**config.mk**
```make
export PLATFORM = sky130hd
export DESIGN_NAME = modular_arithmetic_unit
export DESIGN_NICKNAME = d
export VERILOG_FILES = /design/src/design/mau_pkg.sv /design/src/design/mau_divider.sv /design/src/design/mau_multiplier.sv /design/src/design/modular_arithmetic_unit.sv
export SDC_FILE = /design/constraint.sdc
export NUM_CORES = 2
export LEC_CHECK = 0
export ABC_AREA = 1
export BUFFER_PORTS_ARGS = -buffer_cell sky130_fd_sc_hd__buf_2
export CAP_MARGIN = 25
export CORE_MARGIN = 2
export CORE_UTILIZATION = 65
export DETAILED_ROUTE_END_ITERATION = 10
export HOLD_SLACK_MARGIN = 0.03
export PLACE_DENSITY = 0.93
export SYNTH_ARGS = -nofsm -noshare
export SYNTH_HDL_FRONTEND = slang
export SYNTH_SLANG_ARGS = --single-unit
```
**constraint.sdc**
```tcl
create_clock -name i_clk -period 15.75 [get_ports i_clk]
set_input_delay 0.7875 -clock i_clk [delete_from_list [all_inputs] [get_ports i_clk]]
set_output_delay 0.7875 -clock i_clk [all_outputs]
set_load 0.02 [all_outputs]
```
**src/design/mau_pkg.sv**
```systemverilog
// Shared types and command codes of the modular arithmetic unit.
// No dependencies.
`timescale 1ns / 1ps

package mau_pkg;

    localparam logic [1:0] CMD_GCD = 2'd0;
    localparam logic [1:0] CMD_INV = 2'd1;
    localparam logic [1:0] CMD_POW = 2'd2;

    // divider request: start pulse, half selects a short (one operand wide) dividend
    typedef struct packed {
        logic start;
        logic half;
    } t_div_ctl;

endpackage

```
**src/design/mau_divider.sv**
```systemverilog
// Restoring bit-serial divider, one quotient bit per cycle.
// Depends on mau_pkg.
`timescale 1ns / 1ps

module mau_divider
    import mau_pkg::*;
#(
    parameter int W = 31
) (
    input  logic             i_clk,
    input  logic             i_rst_n,
    input  t_div_ctl         i_ctl,
    input  logic [2*W-1:0]   i_num,
    input  logic [W-1:0]     i_den,
    output logic             o_done,
    output logic [2*W-1:0]   o_quo,
    output logic [W-1:0]     o_rem
);

    localparam int CW = $clog2(2*W+1);

    logic          r_busy;
    logic          r_done;
    logic [CW-1:0] r_cnt;
    logic [W:0]    r_rem;
    logic [2*W-1:0] r_quo;
    logic [W-1:0]  r_den;

    logic [W:0]    rem_sh;
    logic [W:0]    diff;
    logic          ge;

    assign rem_sh = {r_rem[W-1:0], r_quo[2*W-1]};
    assign ge     = rem_sh >= {1'b0, r_den};
    assign diff   = rem_sh - {1'b0, r_den};

    always_ff @(posedge i_clk) begin
        if (!i_rst_n) begin
            r_busy <= 1'b0;
            r_done <= 1'b0;
            r_cnt  <= '0;
        end else begin
            r_done <= 1'b0;
            if (i_ctl.start) begin
                r_busy <= 1'b1;
                r_cnt  <= i_ctl.half ? CW'(W) : CW'(2*W);
            end else if (r_busy) begin
                r_cnt <= r_cnt - CW'(1);
                if (r_cnt == CW'(1)) begin
                    r_busy <= 1'b0;
                    r_done <= 1'b1;
                end
            end
        end
    end

    always_ff @(posedge i_clk) begin
        if (i_ctl.start) begin
            r_rem <= '0;
            r_den <= i_den;
            r_quo <= i_ctl.half ? {i_num[W-1:0], {W{1'b0}}} : i_num;
        end else if (r_busy) begin
            r_rem <= ge ? diff : rem_sh;
            r_quo <= {r_quo[2*W-2:0], ge};
        end
    end

    assign o_done = r_done;
    assign o_quo  = r_quo;
    assign o_rem  = r_rem[W-1:0];

endmodule

```
**src/design/mau_multiplier.sv**
```systemverilog
// Registered unsigned multiplier shared by power and inverse steps.
// No dependencies.
`timescale 1ns / 1ps

module mau_multiplier #(
    parameter int W = 31
) (
    input  logic             i_clk,
    input  logic [W-1:0]     i_a,
    input  logic [W:0]       i_b,
    output logic [2*W:0]     o_prod
);

    logic [2*W:0] r_prod;

    always_ff @(posedge i_clk) begin
        r_prod <= (2*W+1)'(i_a) * (2*W+1)'(i_b);
    end

    assign o_prod = r_prod;

endmodule

```
**src/design/modular_arithmetic_unit.sv**
```systemverilog
// Modular arithmetic unit: gcd, modular inverse and modular power on one
// bit-serial divider and one registered multiplier under a sequencer (W = OPERAND_WIDTH).
// Paced by the divider, one quotient bit per cycle: gcd divides once per remainder step,
// inverse divide and multiply per Euclid step; power square per bit, multiply per set bit.
// Throughput: one item at a time, busy high until the result strobe; no stall.
// Reset: synchronous active-low i_rst_n returns the sequencer to idle.
`timescale 1ns / 1ps

module modular_arithmetic_unit
    import mau_pkg::*;
#(
    parameter int OPERAND_WIDTH  = 31,
    parameter int EXPONENT_WIDTH = 63
) (
    input  logic                      i_clk,
    input  logic                      i_rst_n,
    input  logic                      start,
    output logic                      busy,
    input  logic [1:0]                i_command,
    input  logic [OPERAND_WIDTH-1:0]  i_value_a,
    input  logic [OPERAND_WIDTH-1:0]  i_value_b,
    input  logic [EXPONENT_WIDTH-1:0] i_exponent,
    input  logic [OPERAND_WIDTH-1:0]  i_modulus,
    output logic                      o_result_valid,
    output logic [OPERAND_WIDTH-1:0]  o_result
);

    localparam int W  = OPERAND_WIDTH;
    localparam int E  = EXPONENT_WIDTH;
    localparam int SW = W + 2;   // signed Bezout coefficient width

    // sequencer states
    localparam logic [3:0] S_IDLE    = 4'd0;
    localparam logic [3:0] S_GCD     = 4'd1;   // wait remainder a % b
    localparam logic [3:0] S_INV_CHK = 4'd2;
    localparam logic [3:0] S_INV_DIV = 4'd3;
    localparam logic [3:0] S_INV_MUL = 4'd4;
    localparam logic [3:0] S_INV_UPD = 4'd5;
    localparam logic [3:0] S_PW_CHK  = 4'd6;
    localparam logic [3:0] S_PW_AMUL = 4'd7;
    localparam logic [3:0] S_PW_ARED = 4'd8;
    localparam logic [3:0] S_PW_AWT  = 4'd9;
    localparam logic [3:0] S_PW_SMUL = 4'd10;
    localparam logic [3:0] S_PW_SRED = 4'd11;
    localparam logic [3:0] S_PW_SWT  = 4'd12;

    logic [3:0]          r_state, n_state;
    logic [W-1:0]        r_x, n_x;       // gcd a / previous remainder / accumulator
    logic [W-1:0]        r_y, n_y;       // gcd b / current remainder / base
    logic [W-1:0]        r_m, n_m;
    logic [W-1:0]        r_q, n_q;
    logic [W-1:0]        r_nr, n_nr;
    logic [E-1:0]        r_e, n_e;
    logic signed [SW-1:0] r_cp, n_cp;
    logic signed [SW-1:0] r_cc, n_cc;
    logic [W-1:0]        r_result, n_result;
    logic                r_valid, n_valid;
    t_div_ctl            r_div, n_div;
    logic [2*W-1:0]      r_num, n_num;
    logic [W-1:0]        r_den, n_den;

    logic                div_done;
    logic [2*W-1:0]      div_quo;
    logic [W-1:0]        div_rem;
    logic [W-1:0]        mul_a;
    logic [W:0]          mul_b;
    logic [2*W:0]        mul_p;

    logic [SW-1:0]       cc_mag;
    logic [SW-1:0]       cp_mag;
    logic [SW-1:0]       cp_red;
    logic [W-1:0]        inv_res;
    logic [SW-1:0]       prod_s;

    mau_divider #(.W(W)) u_div (
        .i_clk   (i_clk),
        .i_rst_n (i_rst_n),
        .i_ctl   (r_div),
        .i_num   (r_num),
        .i_den   (r_den),
        .o_done  (div_done),
        .o_quo   (div_quo),
        .o_rem   (div_rem)
    );

    mau_multiplier #(.W(W)) u_mul (
        .i_clk  (i_clk),
        .i_a    (mul_a),
        .i_b    (mul_b),
        .o_prod (mul_p)
    );

    // |coefficients| never exceed the modulus
    assign cc_mag = r_cc[SW-1] ? SW'(-r_cc) : SW'(r_cc);
    assign cp_mag = r_cp[SW-1] ? SW'(-r_cp) : SW'(r_cp);
    assign cp_red = (cp_mag >= SW'(r_m)) ? cp_mag - SW'(r_m) : cp_mag;
    // truncating remainder, then fold negatives into [0, m)
    assign inv_res = (r_cp[SW-1] && cp_red != '0) ? r_m - cp_red[W-1:0] : cp_red[W-1:0];
    assign prod_s  = mul_p[SW-1:0];

    always_comb begin
        if (r_state == S_INV_MUL) begin
            mul_a = r_q;
            mul_b = cc_mag[W:0];
        end else if (r_state == S_PW_AMUL) begin
            mul_a = r_x;
            mul_b = {1'b0, r_y};
        end else begin
            mul_a = r_y;
            mul_b = {1'b0, r_y};
        end
    end

    always_comb begin
        n_state  = r_state;
        n_x      = r_x;
        n_y      = r_y;
        n_m      = r_m;
        n_q      = r_q;
        n_nr     = r_nr;
        n_e      = r_e;
        n_cp     = r_cp;
        n_cc     = r_cc;
        n_result = r_result;
        n_valid  = 1'b0;
        n_div    = '0;
        n_num    = r_num;
        n_den    = r_den;
        unique case (r_state)
            S_IDLE: begin
                if (start) begin
                    n_x  = i_value_a;
                    n_y  = i_value_b;
                    n_m  = i_modulus;
                    n_e  = i_exponent;
                    n_cp = '0;
                    n_cc = SW'(1);
                    unique case (i_command)
                        CMD_GCD: begin
                            if (i_value_b == '0) begin
                                n_result = i_value_a;
                                n_valid  = 1'b1;
                            end else begin
                                n_div.start = 1'b1;
                                n_div.half  = 1'b1;
                                n_num = {{W{1'b0}}, i_value_a};
                                n_den = i_value_b;
                                n_state = S_GCD;
                            end
                        end
                        CMD_INV: begin
                            n_x = i_modulus;
                            n_y = i_value_a;
                            if (i_modulus == '0) begin
                                n_result = '0;
                                n_valid  = 1'b1;
                            end else begin
                                n_state = S_INV_CHK;
                            end
                        end
                        CMD_POW: begin
                            n_x = W'(1);
                            n_y = i_value_a;
                            if (i_modulus == '0) begin
                                n_result = '0;
                                n_valid  = 1'b1;
                            end else begin
                                n_state = S_PW_CHK;
                            end
                        end
                        default: begin
                            n_result = '0;
                            n_valid  = 1'b1;
                        end
                    endcase
                end
            end
            S_GCD: begin
                if (div_done) begin
                    n_x = r_y;
                    n_y = div_rem;
                    if (div_rem == '0) begin
                        n_result = r_y;
                        n_valid  = 1'b1;
                        n_state  = S_IDLE;
                    end else begin
                        n_div.start = 1'b1;
                        n_div.half  = 1'b1;
                        n_num = {{W{1'b0}}, r_y};
                        n_den = div_rem;
                    end
                end
            end
            S_INV_CHK: begin
                if (r_y != '0) begin
                    n_div.start = 1'b1;
                    n_div.half  = 1'b1;
                    n_num = {{W{1'b0}}, r_x};
                    n_den = r_y;
                    n_state = S_INV_DIV;
                end else begin
                    n_result = inv_res;
                    n_valid  = 1'b1;
                    n_state  = S_IDLE;
                end
            end
            S_INV_DIV: begin
                if (div_done) begin
                    n_q  = div_quo[W-1:0];
                    n_nr = div_rem;
                    n_state = S_INV_MUL;
                end
            end
            S_INV_MUL: begin
                n_state = S_INV_UPD;
            end
            S_INV_UPD: begin
                n_x  = r_y;
                n_y  = r_nr;
                n_cp = r_cc;
                n_cc = r_cc[SW-1] ? r_cp + $signed(prod_s) : r_cp - $signed(prod_s);
                n_state = S_INV_CHK;
            end
            S_PW_CHK: begin
                if (r_e == '0) begin
                    // accumulator is already reduced unless no multiply happened
                    n_result = (r_m == W'(1)) ? '0 : r_x;
                    n_valid  = 1'b1;
                    n_state  = S_IDLE;
                end else if (r_e[0]) begin
                    n_state = S_PW_AMUL;
                end else begin
                    n_state = S_PW_SMUL;
                end
            end
            S_PW_AMUL: begin
                n_state = S_PW_ARED;
            end
            S_PW_ARED: begin
                n_div.start = 1'b1;
                n_num = mul_p[2*W-1:0];
                n_den = r_m;
                n_state = S_PW_AWT;
            end
            S_PW_AWT: begin
                if (div_done) begin
                    n_x = div_rem;
                    n_state = S_PW_SMUL;
                end
            end
            S_PW_SMUL: begin
                n_state = S_PW_SRED;
            end
            S_PW_SRED: begin
                n_div.start = 1'b1;
                n_num = mul_p[2*W-1:0];
                n_den = r_m;
                n_state = S_PW_SWT;
            end
            S_PW_SWT: begin
                if (div_done) begin
                    n_y = div_rem;
                    n_e = r_e >> 1;
                    n_state = S_PW_CHK;
                end
            end
            default: begin
                n_state = S_IDLE;
            end
        endcase
    end

    always_ff @(posedge i_clk) begin
        if (!i_rst_n) begin
            r_state <= S_IDLE;
            r_valid <= 1'b0;
            r_div   <= '0;
        end else begin
            r_state <= n_state;
            r_valid <= n_valid;
            r_div   <= n_div;
        end
    end

    always_ff @(posedge i_clk) begin
        r_x      <= n_x;
        r_y      <= n_y;
        r_m      <= n_m;
        r_q      <= n_q;
        r_nr     <= n_nr;
        r_e      <= n_e;
        r_cp     <= n_cp;
        r_cc     <= n_cc;
        r_result <= n_result;
        r_num    <= n_num;
        r_den    <= n_den;
    end

    assign busy           = (r_state != S_IDLE);
    assign o_result_valid = r_valid;
    assign o_result       = r_result;

`ifndef NO_ASSERTIONS
    // a result always lands with the sequencer back in idle
    a_valid_idle: assert property (@(posedge i_clk) disable iff (!i_rst_n)
        o_result_valid |-> !busy)
        else $error("result strobe while busy");

    // the divider is never started with a zero divisor
    a_div_den: assert property (@(posedge i_clk) disable iff (!i_rst_n)
        r_div.start |-> (r_den != '0))
        else $error("divider started with zero divisor");

    // power reductions always come back below the modulus
    a_pow_red: assert property (@(posedge i_clk) disable iff (!i_rst_n)
        (div_done && r_state == S_PW_AWT) |-> (div_rem < r_m))
        else $error("power reduction out of range");
`endif

endmodule

```
# ---- Word level (Yosys, flattened, before mapping)
# Cells that the tools add are included.
dict set report word_totals {
  input_bits 161
  ff_bits 609
  wordCells 189
  out_inout_bits 33
}
dict set report classes {
  muxes 89
  bitwise 2
  eq_ne 35
  reduce_logical 30
  mul 1
  order_cmp 2
  add_sub_neg 8
}
# op count
set ops {}
lappend ops {{$mux 31} 23}
lappend ops {{$mux 62} 9}
lappend ops {{$pmux 31 s4} 3}
lappend ops {{$pmux 62 s4} 1}
lappend ops {{$mux 33} 5}
lappend ops {{$pmux 33 s2} 2}
lappend ops {{$mux 63} 2}
lappend ops {{$pmux 63 s2} 1}
lappend ops {{$pmux 31 s2} 2}
lappend ops {{$logic_not 31->1} 3}
lappend ops {{$pmux 31 s3} 1}
lappend ops {{$mux 32} 2}
lappend ops {{$logic_not 63->1} 1}
lappend ops {{$mul 31x32->62} 1}
lappend ops {{$sub 31x31->31} 2}
lappend ops {{$pmux 4 s13} 1}
lappend ops {{$mux 4} 11}
lappend ops {{$add 33x33->33} 1}
lappend ops {{$ge 33x31->1} 1}
lappend ops {{$neg 33->33} 1}
lappend ops {{$reduce_bool 33->1} 1}
lappend ops {{$sub 33x31->33} 1}
lappend ops {{$sub 33x33->33} 1}
lappend ops {{$ge 32x31->1} 1}
lappend ops {{37 further kinds} 90}

# ---- Logic depth before layout (Yosys ltp)
dict set report logic_depth {
  depth_word 9
  mapped_depth 45
  mapped_depth_nobuf 44
}

# ---- By module
# A second synthesis with hierarchy kept.
dict set report unflattened {
  hier_cells 9763
  area_unflattened_um2 73415.4
}
# module area_per_inst_um2 cells_each seq_area_each_um2 n_inst
set by_module_without_submodules {}
lappend by_module_without_submodules {mau_multiplier 36213.5 4858 1261.2 1}
lappend by_module_without_submodules {modular_arithmetic_unit 28823.9 3783 12391.9 1}
lappend by_module_without_submodules {mau_divider 8378.0 1122 3573.4 1}

# ---- Worst setup path after synthesis
# OpenSTA, ideal clock, no wires.
dict set report synth_path {
  path_kind {register to register}
  startpoint {reg r_cc[1]}
  endpoint {reg u_mul.r_prod[58], in the netlist u_mul.o_prod[58]}
  setup_time_ns 0.072
  required_time_ns 15.678
  synth_period_minus_slack_ns 8.528
  slack_ns 7.222
  stages_incl_launch_ff 43
  arrival_time_ns 8.456
  n_path_buf 1
  path_cell_list {edfxtp_1 > inv_1 > ha_1 > inv_1 > nor3_2 > nand4_1 > nor3_2 > nand4_1 > nor2_1 > nand4_1 > nor2_1 > nand3_1 > o21ai_1 > xor2_1 > nand2_1 > nand2_2 > buf_4 > nor2_1 > [7 not listed] > fa_1 > fa_1 > inv_1 > fa_1 > inv_1 > ha_1 > a21o_1 > a31oi_1 > o21ai_0 > a21oi_1 > nand3_1 > a21o_1 > nand2_1 > nand3_1 > a21boi_0 > nor2_1 > nor2_1 > xor2_1}
}
dict set report synth_between {
  elab_chain_len 4
}
# element line_no
set synth_rtl {}
lappend synth_rtl {{start: declaration} modular_arithmetic_unit.sv:55} ;# logic signed [SW-1:0] r_cc, n_cc;
lappend synth_rtl {{start signal: assignment} modular_arithmetic_unit.sv:293} ;# r_cc <= n_cc;
lappend synth_rtl {{$neg 32->32} modular_arithmetic_unit.sv:94} ;# assign cc_mag = r_cc[SW-1] ? SW'(-r_cc) : SW'(r_cc);
lappend synth_rtl {{$mux 32 *} modular_arithmetic_unit.sv:94}
lappend synth_rtl {{$mux 32 *} modular_arithmetic_unit.sv:102} ;# if (r_state == S_INV_MUL) begin
lappend synth_rtl {{$mul 31x32->62 *} mau_multiplier.sv:17} ;# r_prod <= (2*W+1)'(i_a) * (2*W+1)'(i_b);
lappend synth_rtl {{end signal: assignment} mau_multiplier.sv:17}
lappend synth_rtl {{end: declaration} mau_multiplier.sv:14} ;# logic [2*W:0] r_prod;
# Mark *: on every way between the ends. The rest lies on a longest branch, timed or not.
# A chain may end at the register's enable or synchronous reset.

# ---- Worst setup path in the final report
dict set report layout_path {
  startpoint {reg r_state[0]}
  endpoint {reg u_mul.r_prod[58], in the netlist u_mul.o_prod[58]}
}
dict set report layout_between {
  elab_chain_len 4
  word_cells_on_any_way 6
  cone_classes {mul (1); eq/ne (2); mux (3)}
}
# element line_no
set layout_rtl {}
lappend layout_rtl {{start: declaration} modular_arithmetic_unit.sv:47} ;# logic [3:0] r_state, n_state;
lappend layout_rtl {{start signal: assignment} modular_arithmetic_unit.sv:279} ;# r_state <= n_state;
lappend layout_rtl {{$eq 4x3->1} modular_arithmetic_unit.sv:105} ;# end else if (r_state == S_PW_AMUL) begin
lappend layout_rtl {{$mux 31} modular_arithmetic_unit.sv:105}
lappend layout_rtl {{$mux 31} modular_arithmetic_unit.sv:102}
lappend layout_rtl {{$mul 31x32->62 *} mau_multiplier.sv:17}
# Marked as above.

==> flow_metrics.env <==
export IMPL_hold_violations=0
export IMPL_groute_usage_overall=0.4822
export IMPL_multiInputGateArea_sq_um=43680
export IMPL_die_y_um=326.0
export IMPL_globalplace_congestion=1.120
export IMPL_layout_drive_gt1_share=0.06672
export IMPL_cts_htree_levels=3
export IMPL_routedWlPerCell_um=26.77
export IMPL_cts_root_buf="clkbuf_16"
export IMPL_finalCritPeriodShare=0.6883
export IMPL_fp_dieW_um=326.0
export IMPL_wl_mm=257.4
export IMPL_worstSetupStartpointType="register"
export IMPL_min_path_type="in2reg"
export IMPL_ys_seq_area_frac=0.2553
export IMPL_area_growth_pct=7.587
export IMPL_syn_nets=9525
export IMPL_synthArstFlopShare=0
export IMPL_rows=118
export IMPL_nFillCells=7725
export IMPL_postSynthCellCount=8111
export IMPL_max_slew_margin=0.2694
export IMPL_finalCriticalPeriod_ns=10.84
export IMPL_num_vias=62454
export IMPL_postSynthAreaPerCell_sq_um=8.308
export IMPL_firstDrtPassIters=11
export IMPL_grt_max_degree=104
export IMPL_path_class="reg2reg"
export IMPL_drc=2
export IMPL_clock_fmax_mhz=92.24
export IMPL_cts_setup_buffers=0
export IMPL_fp_coreArea_sq_um=103200
export IMPL_rsz0062_at_grt="false"
export IMPL_tritoncts="done"
export IMPL_final_max_slew_viol_count=0
export IMPL_final_nets=9588
export IMPL_antenna_left=0
export IMPL_tightest_slew_ns=1.086
export IMPL_grt_first_pass_wirelength_mm=381.4
export IMPL_skew_ns=0.04867
export IMPL_numCtsBuffers=68
export IMPL_ioPinCount=194
export IMPL_cap_violations=0
export IMPL_max_stage_delay_ns=0.70
export IMPL_cpMostUsedCell="fa_1"
export IMPL_fin_tns_setup_ns=0
export IMPL_clock_latency_ns=0.68
export IMPL_cp_slowest_cell="nor4_1"
export IMPL_yosys_most_used_dff="edfxtp_1"
export IMPL_grt_ovfl_total=0
export IMPL_synth_edf_count=501
export IMPL_clk_pin_slew_ns=0.06
export IMPL_cp_end_kind="register"
export IMPL_setup_viol=0
export IMPL_clock_sinks=609
export IMPL_ff_latch_area_sq_um=17210
export IMPL_outcome="finished, violations left"
export IMPL_crit_arrival_ns=11.40
export IMPL_synth_seq_cells=609
export IMPL_initial_core_util=0.6529
export IMPL_crit_fanout=54
export IMPL_grt_pass1_vias=62820
export IMPL_violations="DRC"
export IMPL_cts_hold_buf=0
export IMPL_ctsLongestPathBuffers=3
export IMPL_post_cts_resize_count=0
export IMPL_yosys_warnings=0
export IMPL_antenna_found_initial=15
export IMPL_dieArea_sq_um=106300
export IMPL_dp_hpwl_mm=200.2
export IMPL_synth_distinct_cells=59
export IMPL_final_util=0.7025
export IMPL_port_buffers=193
export IMPL_vias_per_cell=6.495
export IMPL_initialDrtViolationCount=10402
export IMPL_syn_area_sq_um=67380
export IMPL_cp_required_ns=16.31
-- cell usage in the layout, fill, tap and decap left out, types with 108 or more instances in the layout --
cell type and instances:
ha_1 384, xor2_1 137, edfxtp_1 501, o21ai_0 314, buf_4 112, buf_2 193
nand2_1 1621, inv_1 1421, dfxtp_1 108, fa_1 869, a21oi_1 298, nand3_1 337
nor2_1 1013
-- stage by stage --
step	area [sq um]	setup WS [ns]	std cells	hold slack [ns]
floorplan	67380	7.222	8111	0.4003
global placement	69880	5.550	9480	0.4015
detailed placement	69890	5.282	9481	0.4045
CTS	72410	5.287	9605	0.3387
global route	72490	4.541	9612	0.3602
finish	72500	4.909	9616	0.3580
-- state kept, by name (all words and copies together) (netlist names), 33 cells and up --
register      count
r_num            62
r_cp             33
r_cc             33
u_div.o_quo      62
r_e              63
u_mul.o_prod     62
-- cells by family after synthesis --
logic type / count (synthesis) / share of synthesized area
AOI/OAI and AO/OA: 1020 / 0.09002
xor gates and xnor gates: 217 / 0.02820
adders and majority gates: 1253 / 0.3295
buffers and inverters: 1769 / 0.09978
DFF: 609 / 0.2553
and+or+nand+nor: 3243 / 0.1972
-- cell usage after synthesis (all sizes together) (68+ instances only) --
cell type  instances  area [sq um]
nand2           1633          6162
nand3            345          1784
o21ai            368          1861
dfxtp            108          2162
fa               869         17400
nor2            1037          3936
nand4             68         425.4
clkbuf           265         994.7
xor2             137          1200
inv             1437          5394
ha               384          4805
xnor2             80         700.7
a21oi            300          1501
edfxtp           501         15040
o211ai            98         735.7
-- final timing paths --
path | startpoint | end | slack, ns | cells after the start
setup / recovery | r_state[0] | u_mul.o_prod[58] | 4.91 | 38
hold / removal | i_modulus[12] | r_m[12] | 0.36 | 1
setup reg to reg | r_state[0] | u_mul.o_prod[58] | 4.91 | 38
hold reg to reg | r_den[29] | u_div.r_den[29] | 0.41 | 0
-- critical path, delay by kind of cell, from the launching register on --
kind,cells,cell delay [ns]
compound gates,4,0.70
xor+xnor,1,0.14
fa+ha+maj,9,4.29
buf+inv,11,2.71
flops,1,0.35
simple gates,13,2.44
-- per-layer routing --
| layer | up-vias | wire length (um) | track usage |
|---|---|---|---|
| met5 | - | 238 | 0.01198 |
| met2 | 5576 | 106100 | 0.6919 |
| met1 | 29667 | 86760 | 0.6138 |
| li1 | 25884 | - | - |
| met3 | 1311 | 46260 | 0.2160 |
| met4 | 16 | 18040 | 0.2534 |
-- layout make-up --
| cell class | instances | share of cell area |
|---|---|---|
| repair buffers | 309 | 0.02606 |
| well taps | 1380 | 0.02382 |
| clock inverters | 43 | 0.01017 |
| diodes | 8 | 0.0002761 |
| inverters | 1453 | 0.07525 |
| clock buffers | 81 | 0.02456 |
| multi-input cells | 5733 | 0.6025 |
| flip-flops and latches | 609 | 0.2373 |
Power is not shown: default switching activity piles up to over one toggle a cycle in this logic, so the estimate is an artifact.
